## src/hw/rtl/rofd_pkg.sv

```systemverilog
// Package for the radar object frame decoder: sizes, frame identifiers,
// scaling offsets and the command/status structs between controller and datapath.
// No dependencies.
package rofd_pkg;

  localparam int MAX_OBJECTS = 64;
  localparam int ADDR_W      = $clog2(MAX_OBJECTS);
  localparam int CNT_W       = $clog2(MAX_OBJECTS + 1);
  localparam int CYC_W       = 16;
  localparam int DIV_STEPS   = CYC_W;
  localparam int STEP_W      = $clog2(DIV_STEPS);

  localparam logic [10:0] ID_OBJECT = 11'h60B;
  localparam logic [10:0] ID_STATUS = 11'h60A;
  localparam logic [3:0]  DLC_FULL  = 4'd8;

  localparam logic [14:0] DIST_LONG_OFS = 15'd5000;
  localparam logic [12:0] DIST_LAT_OFS  = 13'd2042;

  typedef struct packed {
    logic accept;     // input beat taken this cycle
    logic div_step;   // one remainder step
    logic rd_en;      // read the object store at the walk index
    logic load_out;   // load the output register
    logic advance;    // move the walk index to the next object
  } rofd_cmd_t;

  typedef struct packed {
    logic start_run;  // the offered frame is a status frame
    logic div_last;   // final remainder step this cycle
    logic empty;      // the finished scan holds no objects
    logic out_last;   // the shown result closes the run
  } rofd_stat_t;

endpackage

```

## src/hw/rtl/rofd_ctrl.sv

```systemverilog
// Controller for the radar object frame decoder: sequences the publish
// remainder, the object store walk and the output handshake.
// Depends on rofd_pkg.
module rofd_ctrl
  import rofd_pkg::*;
(
  input  logic       clk,
  input  logic       rst,
  input  logic       in_valid,
  output logic       in_stall,
  output logic       out_valid,
  input  logic       out_stall,
  input  rofd_stat_t stat,
  output rofd_cmd_t  cmd
);

  typedef enum logic [2:0] {
    S_IDLE,
    S_DIV,
    S_READ,
    S_FMT,
    S_SHOW
  } state_t;

  state_t state;

  assign in_stall = (state != S_IDLE);

  always_comb begin
    cmd          = '0;
    cmd.accept   = (state == S_IDLE) && in_valid;
    cmd.div_step = (state == S_DIV);
    cmd.rd_en    = (state == S_READ);
    cmd.load_out = (state == S_FMT);
    cmd.advance  = (state == S_SHOW) && !out_stall && !stat.out_last;
  end

  always_ff @(posedge clk) begin
    if (rst) begin
      state     <= S_IDLE;
      out_valid <= 1'b0;
    end else begin
      case (state)
        S_IDLE: begin
          if (cmd.accept && stat.start_run) state <= S_DIV;
        end
        S_DIV: begin
          if (stat.div_last) state <= stat.empty ? S_FMT : S_READ;
        end
        S_READ: begin
          state <= S_FMT;
        end
        S_FMT: begin
          out_valid <= 1'b1;
          state     <= S_SHOW;
        end
        S_SHOW: begin
          if (!out_stall) begin
            out_valid <= 1'b0;
            state     <= stat.out_last ? S_IDLE : S_READ;
          end
        end
        default: begin
          state     <= S_IDLE;
          out_valid <= 1'b0;
        end
      endcase
    end
  end

endmodule

```

## src/hw/rtl/rofd_datapath.sv

```systemverilog
// Datapath for the radar object frame decoder: frame decode, object store,
// scan registers, bit-serial remainder unit and the output register.
// Depends on rofd_pkg.
module rofd_datapath
  import rofd_pkg::*;
(
  input  logic              clk,
  input  logic              rst,
  input  logic              cfg_wr_en,
  input  logic [7:0]        cfg_wr_data,
  input  logic [10:0]       frame_id,
  input  logic [3:0]        frame_len,
  input  logic [7:0]        byte0,
  input  logic [7:0]        byte1,
  input  logic [7:0]        byte2,
  input  logic [7:0]        byte3,
  input  logic [7:0]        byte4,
  input  logic [7:0]        byte5,
  input  logic [7:0]        byte6,
  input  logic [7:0]        byte7,
  input  rofd_cmd_t         cmd,
  output rofd_stat_t        stat,
  output logic              last,
  output logic [8:0]        obj_id,
  output logic signed [14:0] dist_long,
  output logic signed [12:0] dist_lat,
  output logic signed [9:0] vel_long,
  output logic signed [8:0] vel_lat,
  output logic [1:0]        obj_class,
  output logic [2:0]        dyn_prop,
  output logic signed [7:0] rcs_half_db,
  output logic [6:0]        detected_count,
  output logic              complete,
  output logic              publish
);

  logic [63:0]       store [MAX_OBJECTS];
  logic [63:0]       rd_q;
  logic [7:0]        skip_cycles;
  logic [CNT_W-1:0]  object_count;
  logic [7:0]        announced_total;
  logic [CYC_W-1:0]  cycle_count;
  logic [CNT_W-1:0]  run_count;
  logic              run_done;
  logic [ADDR_W-1:0] walk_idx;

  logic [CYC_W-1:0]  dvd;
  logic [8:0]        rem;
  logic [STEP_W-1:0] step;
  logic [9:0]        trial;
  logic [8:0]        divisor;

  logic              is_full_len;
  logic              is_object;
  logic              is_status;
  logic [63:0]       raw_in;

  logic [12:0]       dl;
  logic [10:0]       dt;
  logic [9:0]        vl;
  logic [8:0]        vt;

  assign is_full_len = (frame_len == DLC_FULL);
  assign is_object   = is_full_len && ((frame_id & ID_OBJECT) == ID_OBJECT);
  assign is_status   = is_full_len && !((frame_id & ID_OBJECT) == ID_OBJECT)
                       && ((frame_id & ID_STATUS) == ID_STATUS);
  assign raw_in      = {byte0, byte1, byte2, byte3, byte4, byte5, byte6, byte7};

  assign divisor = {1'b0, skip_cycles} + 9'd1;
  assign trial   = {rem, dvd[CYC_W-1]};

  assign stat.start_run = is_status;
  assign stat.div_last  = (step == STEP_W'(DIV_STEPS - 1));
  assign stat.empty     = (run_count == '0);
  assign stat.out_last  = last;

  // Raw object fields from the stored frame, first data byte at the top.
  assign dl = {rd_q[55:48], rd_q[47:43]};
  assign dt = {rd_q[42:40], rd_q[39:32]};
  assign vl = {rd_q[31:24], rd_q[23:22]};
  assign vt = {rd_q[21:16], rd_q[15:13]};

  always_ff @(posedge clk) begin
    if (rst) begin
      skip_cycles     <= '0;
      object_count    <= '0;
      announced_total <= '0;
      cycle_count     <= '0;
      run_count       <= '0;
      run_done        <= 1'b0;
      walk_idx        <= '0;
      step            <= '0;
    end else begin
      if (cfg_wr_en) skip_cycles <= cfg_wr_data;
      if (cmd.accept && is_object && (object_count < CNT_W'(MAX_OBJECTS))) begin
        object_count <= object_count + CNT_W'(1);
      end
      // A status frame hands the scan to the walk and latches the next totals.
      if (cmd.accept && is_status) begin
        run_count       <= object_count;
        run_done        <= ({1'b0, object_count} == announced_total);
        object_count    <= '0;
        announced_total <= byte0;
        cycle_count     <= {byte1, byte2};
        walk_idx        <= '0;
        step            <= '0;
      end
      if (cmd.div_step) step <= step + STEP_W'(1);
      if (cmd.advance) walk_idx <= walk_idx + ADDR_W'(1);
    end
  end

  always_ff @(posedge clk) begin
    if (cmd.accept && is_object && (object_count < CNT_W'(MAX_OBJECTS))) begin
      store[object_count[ADDR_W-1:0]] <= raw_in;
    end
    if (cmd.rd_en) rd_q <= store[walk_idx];
  end

  // Restoring remainder of the previous cycle count, one dividend bit a step.
  always_ff @(posedge clk) begin
    if (cmd.accept && is_status) begin
      dvd <= cycle_count;
      rem <= '0;
    end else if (cmd.div_step) begin
      dvd <= {dvd[CYC_W-2:0], 1'b0};
      if (trial >= {1'b0, divisor}) rem <= 9'(trial - {1'b0, divisor});
      else rem <= trial[8:0];
    end
  end

  always_ff @(posedge clk) begin
    if (cmd.load_out) begin
      detected_count <= run_count;
      complete       <= run_done;
      publish        <= (rem == '0);
      if (stat.empty) begin
        last        <= 1'b1;
        obj_id      <= '0;
        dist_long   <= '0;
        dist_lat    <= '0;
        vel_long    <= '0;
        vel_lat     <= '0;
        obj_class   <= '0;
        dyn_prop    <= '0;
        rcs_half_db <= '0;
      end else begin
        last        <= ({1'b0, walk_idx} + CNT_W'(1) == run_count);
        obj_id      <= {1'b0, rd_q[63:56]} + 9'd1;
        dist_long   <= $signed({1'b0, dl, 1'b0} - DIST_LONG_OFS);
        dist_lat    <= $signed({dt, 1'b0} - DIST_LAT_OFS);
        // Subtracting half the raw range flips only the top bit.
        vel_long    <= $signed({~vl[9], vl[8:0]});
        vel_lat     <= $signed({~vt[8], vt[7:0]});
        obj_class   <= rd_q[12:11];
        dyn_prop    <= rd_q[10:8];
        rcs_half_db <= $signed({~rd_q[7], rd_q[6:0]});
      end
    end
  end

endmodule

```

## src/hw/rtl/radar_object_frame_decoder_core.sv

```systemverilog
// Radar object frame decoder, top level.
//
// Input channel (in_valid/in_stall) takes one CAN frame per beat: frame_id,
// frame_len and the eight data bytes. Frames with a length other than 8 or
// an unmatched identifier are dropped. An object frame (all bits of 0x60B
// set) is stored; the store holds 64 objects and further ones are dropped
// until the next status frame.
// A status frame (0x60A) starts a run of results on the output channel
// (out_valid/out_stall), one per stored object in arrival order, with last
// on the final beat; an empty scan gives a single beat with obj_id zero.
// Sequence: a status frame first passes through the bit-serial remainder for
// publish, then each result takes a store read, format and show (format and
// show only for an empty scan), plus receiver stalls. The input stalls for
// the whole run of a status frame; object frames are taken without a stall.
// A stalled output beat holds its payload. skip_cycles is written through
// cfg_wr_en/cfg_wr_data; the user must write it only while the block is
// idle, and the block itself does not enforce it.
// Synchronous reset clears the object count, announced total, cycle count
// and skip_cycles; the store contents are not cleared.
// Depends on rofd_pkg, rofd_ctrl and rofd_datapath.
module radar_object_frame_decoder_core
  import rofd_pkg::*;
(
  input  logic              clk,
  input  logic              rst,
  input  logic              cfg_wr_en,
  input  logic [7:0]        cfg_wr_data,
  input  logic              in_valid,
  output logic              in_stall,
  input  logic [10:0]       frame_id,
  input  logic [3:0]        frame_len,
  input  logic [7:0]        byte0,
  input  logic [7:0]        byte1,
  input  logic [7:0]        byte2,
  input  logic [7:0]        byte3,
  input  logic [7:0]        byte4,
  input  logic [7:0]        byte5,
  input  logic [7:0]        byte6,
  input  logic [7:0]        byte7,
  output logic              out_valid,
  input  logic              out_stall,
  output logic              last,
  output logic [8:0]        obj_id,
  output logic signed [14:0] dist_long,
  output logic signed [12:0] dist_lat,
  output logic signed [9:0] vel_long,
  output logic signed [8:0] vel_lat,
  output logic [1:0]        obj_class,
  output logic [2:0]        dyn_prop,
  output logic signed [7:0] rcs_half_db,
  output logic [6:0]        detected_count,
  output logic              complete,
  output logic              publish
);

  rofd_cmd_t  cmd;
  rofd_stat_t stat;

  rofd_ctrl u_ctrl (
    .clk       (clk),
    .rst       (rst),
    .in_valid  (in_valid),
    .in_stall  (in_stall),
    .out_valid (out_valid),
    .out_stall (out_stall),
    .stat      (stat),
    .cmd       (cmd)
  );

  rofd_datapath u_dp (
    .clk            (clk),
    .rst            (rst),
    .cfg_wr_en      (cfg_wr_en),
    .cfg_wr_data    (cfg_wr_data),
    .frame_id       (frame_id),
    .frame_len      (frame_len),
    .byte0          (byte0),
    .byte1          (byte1),
    .byte2          (byte2),
    .byte3          (byte3),
    .byte4          (byte4),
    .byte5          (byte5),
    .byte6          (byte6),
    .byte7          (byte7),
    .cmd            (cmd),
    .stat           (stat),
    .last           (last),
    .obj_id         (obj_id),
    .dist_long      (dist_long),
    .dist_lat       (dist_lat),
    .vel_long       (vel_long),
    .vel_lat        (vel_lat),
    .obj_class      (obj_class),
    .dyn_prop       (dyn_prop),
    .rcs_half_db    (rcs_half_db),
    .detected_count (detected_count),
    .complete       (complete),
    .publish        (publish)
  );

endmodule

```

## config.mk

```make
export PLATFORM = sky130hd
export DESIGN_NAME = radar_object_frame_decoder_core
export DESIGN_NICKNAME = d
export VERILOG_FILES = /design/src/hw/rtl/rofd_pkg.sv /design/src/hw/rtl/rofd_ctrl.sv /design/src/hw/rtl/rofd_datapath.sv /design/src/hw/rtl/radar_object_frame_decoder_core.sv
export SDC_FILE = /design/constraint.sdc
export NUM_CORES = 2
export LEC_CHECK = 0
export BUFFER_PORTS_ARGS = -buffer_cell sky130_fd_sc_hd__buf_2
export CAP_MARGIN = 20
export CORE_MARGIN = 1
export CORE_UTILIZATION = 25
export CTS_BUF_LIST = sky130_fd_sc_hd__clkbuf_4
export CTS_CLUSTER_DIAMETER = 30
export DETAILED_ROUTE_END_ITERATION = 7
export PLACE_DENSITY = 0.36
export SLEW_MARGIN = 20
export SYNTH_ARGS = -nofsm -noshare
export SYNTH_HDL_FRONTEND = slang
export SYNTH_SLANG_ARGS = --single-unit
```

## constraint.sdc

```tcl
create_clock -name clk -period 6.2 [get_ports clk]
set_input_delay 0.31 -clock clk [delete_from_list [all_inputs] [get_ports clk]]
set_output_delay 0.31 -clock clk [all_outputs]
set_load 0.01 [all_outputs]
```

# Word level (Yosys, flattened, before mapping)
# Memory sizes are Yosys's and may differ from the RTL's. A register that Yosys moved wholly into a read port is not among the register bits.
# Index checks and enable logic that the tools add are counted.
# Widths: inputs -> output; s select.
word_totals:
  latch_bits: 0
  wordCells: 92
  out_inout_bits: 81
  ram_bits: 4096
  n_memories: 1
  mem_bits_ro: 0
  regBits: 165
  inputBits: 92
mem_list:
  columns: ["memory", "depth", "word_bits", "rd", "rd_ports_with_merged_regs", "wr", "line_no", "rtl"]
  rows:
  - ["u_dp.store", 64, 64, 1, 1, 1, "rofd_datapath.sv:37", "logic [63:0] store [MAX_OBJECTS];"]
op_classes:
  order_cmp: 2
  n_div: 0
  bitwise_logic: 4
  mul: 0
  n_reduce_logical: 22
  n_shift: 0
  n_mux: 17
  add_sub_neg: 9
  n_eq_ne: 13
ops:
  columns: ["op", "count"]
  rows:
  - ["$mux 16", 2]
  - ["$add 8x1->9 const B", 2]
  - ["$pmux 3 s5", 1]
  - ["$sub 14x13->15 const B", 1]
  - ["$sub 12x11->13 const B", 1]
  - ["$eq 4x4->1 const B", 3]
  - ["$mux 6", 2]
  - ["$ge 10x9->1", 1]
  - ["$logic_and 1x1->1", 9]
  - ["$logic_not 9->1", 1]
  - ["$mux 3", 3]
  - ["$mux 9", 1]
  - ["$sub 9x9->9", 1]
  - ["$eq 7x8->1", 1]
  - ["$mux 4", 2]
  - ["$add 6x1->7 const B", 1]
  - ["$add 7x1->7 const B", 1]
  - ["$eq 7x7->1", 1]
  - ["$logic_not 7->1", 1]
  - ["$lt 7x7->1 const B", 1]
  - ["$add 6x1->6 const B", 1]
  - ["$eq 3x2->1 const B", 2]
  - ["$eq 5x5->1 const B", 1]
  - ["$add 4x1->4 const B", 1]
  - ["16 further kinds", 26]

# Longest topological paths before layout
logic_depth:
  word_depth: 7
  ltp_mapped: 10
  depth_no_buf: 10

# Modules after synthesis
# Synthesis repeated with hierarchy kept, for this count alone.
unflattened:
  cells_unflattened: 7304
  area_unflattened_um2: 164350.1
modules_own_cells:
  columns: ["module", "cells_each", "seq_area_each_um2", "instances", "area_per_inst_um2"]
  rows:
  - ["rofd_datapath", 7273, 129033.8, 1, 164071.1]
  - ["rofd_ctrl", 31, 80.1, 1, 279.0]

# Least setup slack after synthesis
# Ideal clock, no wire load.
synth_timing:
  path_type: "flip-flop to flip-flop"
  startpoint: "register u_ctrl.state[1]"
  endpoint: "register u_dp.rd_q[0] (read register of u_dp.store) (enable)"
  arrival_time_ns: 5.253
  required_time_ns: 5.623
  period_less_slack_ns: 5.830
  stages_incl_launch_ff: 3
  n_path_buf: 1
  slack_ns: 0.370
  setup_ns: 0.577
  path_cell_list: "dfxtp_1 > clkbuf_1 > nor3b_1"
synth_via:
  elab_chain_len: 1
synth_rtl:
  columns: ["item", "line_no", "rtl"]
  rows:
  - ["from (decl)", "rofd_ctrl.sv:25", "state_t state;"]
  - ["from (signal assigned)", "rofd_ctrl.sv:48", "if (stat.div_last) state <= stat.empty ? S_FMT : S_READ;"]
  - ["from (signal assigned)", "rofd_ctrl.sv:60", "state <= stat.out_last ? S_IDLE : S_READ;"]
  - ["$eq 3x2->1", "rofd_ctrl.sv:33", "cmd.rd_en = (state == S_READ);"]
  - ["to (decl)", "rofd_datapath.sv:38", "logic [63:0] rd_q;"]
# No other way between the ends.
# A chain may end at the register's enable or synchronous reset.

# Worst setup path after layout
layout_timing:
  startpoint: "register u_ctrl.state[2]"
  endpoint: "memory u_dp.store[50][17] (enable)"
layout_via:
  elab_chain_len: 6
layout_rtl:
  columns: ["item", "line_no", "rtl"]
  rows:
  - ["$logic_not 3->1", "rofd_ctrl.sv:31", "cmd.accept = (state == S_IDLE) && in_valid;"]
  - ["$logic_and 1x1->1", "rofd_ctrl.sv:31", null]
  - ["$logic_and 1x1->1 (2 in series)", "rofd_datapath.sv:114", "if (cmd.accept && is_object && (object_count < CNT_W'(MAX_OBJECTS))) begin"]
  - ["$mux 1", "rofd_datapath.sv:114", null]
  - ["$mux 1 (implied by the code)", "rofd_datapath.sv:115", "store[object_count[ADDR_W-1:0]] <= raw_in;"]
  - ["to (decl)", "rofd_datapath.sv:37", null]
# No other way between the ends.

==> impl_metrics.yaml <==
status:
  status: "finished clean"
worst_setup_path:
  reg2reg_from: "u_ctrl.state[2]"
  ff2ff_setup_slack_ns: 0.97
  worst-path-buf-inv: 2
  worst_setup_path_end_kind: "flop"
  cp.required_ns: 7.47
  slowest_stage: "nor2_4"
  crit_fanout: 33
  cp.depth: 7
  path_delay_family: "simple AND/OR/NAND/NOR gates"
  reg2reg_to: "u_dp.store[50][17]"
  crit_path_start_kind: "flop"
  cp_slowest_stage_delay_ns: 0.96
  critPathLaunch: "u_ctrl.state[2]"
  crit_arrival_ns: 6.50
  critical_path_class: "flop to flop"
  reg2reg_depth: 7
  path_cells: "or3_4 > or4_4 > dlygate4sd3_1 > nor4_4 > nand2_1 > nor2_4 > buf_12"
  endpoint: "u_dp.store[50][17]"
yosys:
  synth.area.top_cells: "edfxtp_1, mux4_2, a21oi_1, dfxtp_1, a221oi_1"
  synthArstFlopShare: 0
  synth.largest_area_cell: "edfxtp_1"
  syn_area_um2: 164000
  synth_warnings: 0
  post-synth-top-count-cell: "edfxtp_1"
  ys_seq_elements: 4323
  synth_edf_count: 4253
  synth_top_cell_area_share: 0.781
  synth-main-ff-cell: "edfxtp_1"
  yosys-top-cells-count: "edfxtp_1, mux4_2, a21oi_1, clkbuf_1, nor2_1"
  ys_seq_area_frac: 0.790
  netlist_instances: 7250
  syn_area_per_cell_um2: 22.6
  yosysUniqueCellTypes: 66
timing:
  finalCritPeriodShare: 0.844
  clock_skew_ns: 0.175
  finalSetupViolCount: 0
  setup_tns_ns: 0
  slew_viol_final: 0
  worst_pin_slew_ns: 1.17
  fmax_ghz: 0.191
  post-route-min-period_ns: 5.23
  slew_headroom: 0.222
  rsz0062_at_grt: "no"
  hold_violations: 0
routing:
  vias: 86800
  drt_iter0_drc: 7682
  drt-wirelength-per-cell_um: 31.4
  dr.pass1.iters: 7
  postRouteAntennaNets: 0
  vias_per_cell: 4.68
  drc: 0
  routed_wl_um: 582000
power:
  ir_drop_uv: 168
  power_density_nw_per_um2: 305
  p_leak_nw: 60.7
clocking:
  clk_pin_slew_ns: 0.06
  cts_tree: "built"
  clockBufferDepth: 5
  clock_latency_ns: 1.76
  cts-htree-levels: 7
  clock-root-buffer: "clkbuf_4"
  postCtsSetupBuffers: 0
  clock-sinks: 4323
  numCtsBuffers: 1350
cells_and_area:
  drive_gt1_frac: 0.376
  post-route-util: 0.303
  synthToLayoutAreaGrowth_pct: 20.4
  nets: 9050
job:
  drv_cap: 0
grt:
  grt_max_degree: 91
  grt.overflow.total: 0
  grt_usage: 0.175
  antenna_found_initial: 65
  grt_pass1_wl_um: 783000
  grt_pass1_vias: 92400
floorplan:
  pin_count: 173
  core_area_um2: 651000
  die_y_um: 811
  die_area_um2: 657000
  initial_core_util: 0.251
  die_x_um: 811
  rows: 296
hold_path:
  min_path_type: "input pin to flop"
placement:
  hpwl_um: 317000
  gp_congestion: 0.715
  io_buffers: 164
sequential cells by signal, indices dropped and copies added, names as in the netlist, 10 cells and up:
register          flops
u_dp.cycle_count     16
u_dp.dist_lat        12
u_dp.dist_long       14
u_dp.dvd             16
u_dp.rd_q            64
u_dp.store         4096
u_dp.vel_long        10
logic make-up after synthesis:
group / Yosys count / share of synthesized area
buffers and inverters: 436 / 0.0123
and+or+nand+nor: 507 / 0.0143
muxes: 1098 / 0.146
DFF: 4323 / 0.790
adders and majority gates: 17 / 0.00135
xor gates and xnor gates: 49 / 0.00262
AOI/OAI and AO/OA: 819 / 0.0341
other: 1 / 0.0000229
power breakdown:
group | switching, mW | internal, mW
Sequential | 0.0317 | 32.1
Clock | 12.6 | 14.6
Combinational | 0.633 | 0.267
Total | 13.2 | 46.9
layout make-up:
type	instances	area [µm²]
clock buffers	1849	13900
flip-flops and latches	4323	129000
diodes	36	90.1
multi-input cells	2492	33000
repair buffers	755	7610
clock inverters	419	2270
inverters	19	76.3
fillers	63600	454000
well taps	8642	10800
tightest hold or removal path, stage by stage:
cell	delay [ns]
buf_2	0.10
nand4_1	0.15
or4_4	0.17
dlygate4sd3_1	0.75
o21ai_1	0.25
nor2_1	0.14
layout by cell type (no fill, tap or decap), types with 6 or more instances in the layout:
cell / netlist / layout
a211oi_1: 10 / 10
a21oi_1: 307 / 307
a221oi_1: 126 / 125
a22o_1: 126 / 126
and2_1: 37 / 34
and3_1: 7 / 7
buf_12: 0 / 99
buf_16: 0 / 29
buf_2: 104 / 162
buf_4: 59 / 252
bufinv_16: 0 / 20
clkbuf_4: 0 / 1849
clkinv_1: 1 / 240
clkinv_2: 0 / 131
dfxtp_1: 70 / 65
diode_2: 0 / 36
dlygate4sd3_1: 0 / 213
edfxtp_1: 4253 / 4253
ha_1: 16 / 16
inv_1: 18 / 17
inv_2: 0 / 28
mux2i_1: 73 / 73
mux4_2: 1025 / 1025
nand2_1: 146 / 142
nand3_1: 34 / 33
nand3b_1: 11 / 11
nand4_1: 9 / 9
nor2_1: 195 / 130
nor2_4: 1 / 66
nor2b_1: 12 / 7
nor3_1: 8 / 8
o21ai_0: 20 / 20
o221ai_1: 57 / 57
o22ai_1: 135 / 135
o31ai_1: 6 / 6
or3_1: 14 / 14
xnor2_1: 21 / 21
xor2_1: 28 / 28
per-stage QoR:
| stage | cell area (µm²) | hold slack, ns | instances | worst slack, ns | total power [mW] |
|---|---|---|---|---|---|
| CTS | 197000 | 0.00447 | 18500 | 0.835 | 61.2 |
| finish | 197000 | 0.188 | 18500 | 0.968 | 60.1 |
| floorplan | 164000 | 0.408 | 7251 | 0.370 | 32.9 |
| global route | 197000 | 0.121 | 18500 | 0.847 | 62.8 |
| global placement | 178000 | 0.430 | 16000 | 1.58 | 33.4 |
| detailed placement | 178000 | 0.437 | 16000 | 1.56 | 33.5 |
repair_timing:
action	in CTS	in global routing
resized for setup	0	0
endpoints found under the hold margin	4385	0
hold buffers	243	0
routing by layer:
metal | vias up | global-route usage | wire, µm
li1 | 35300 | - | -
met1 | 47400 | 0.227 | 246000
met2 | 3180 | 0.295 | 289000
met3 | 958 | 0.0354 | 32600
met4 | 6 | 0.0583 | 14200
met5 | - | 0 | 42
worst min-delay path by stage:
stage                             start                 endpoint  depth (start not counted)
after floorplan           u_dp.run_done            u_dp.complete                          0
after global placement    u_dp.run_done            u_dp.complete                          0
after detailed placement  u_dp.run_done            u_dp.complete                          0
after CTS                   frame_id[3]  u_dp.announced_total[5]                          8
after global routing        frame_id[3]  u_dp.announced_total[6]                          8
final                       frame_id[3]     u_dp.object_count[3]                          6
(Power assumes the default switching activity.)
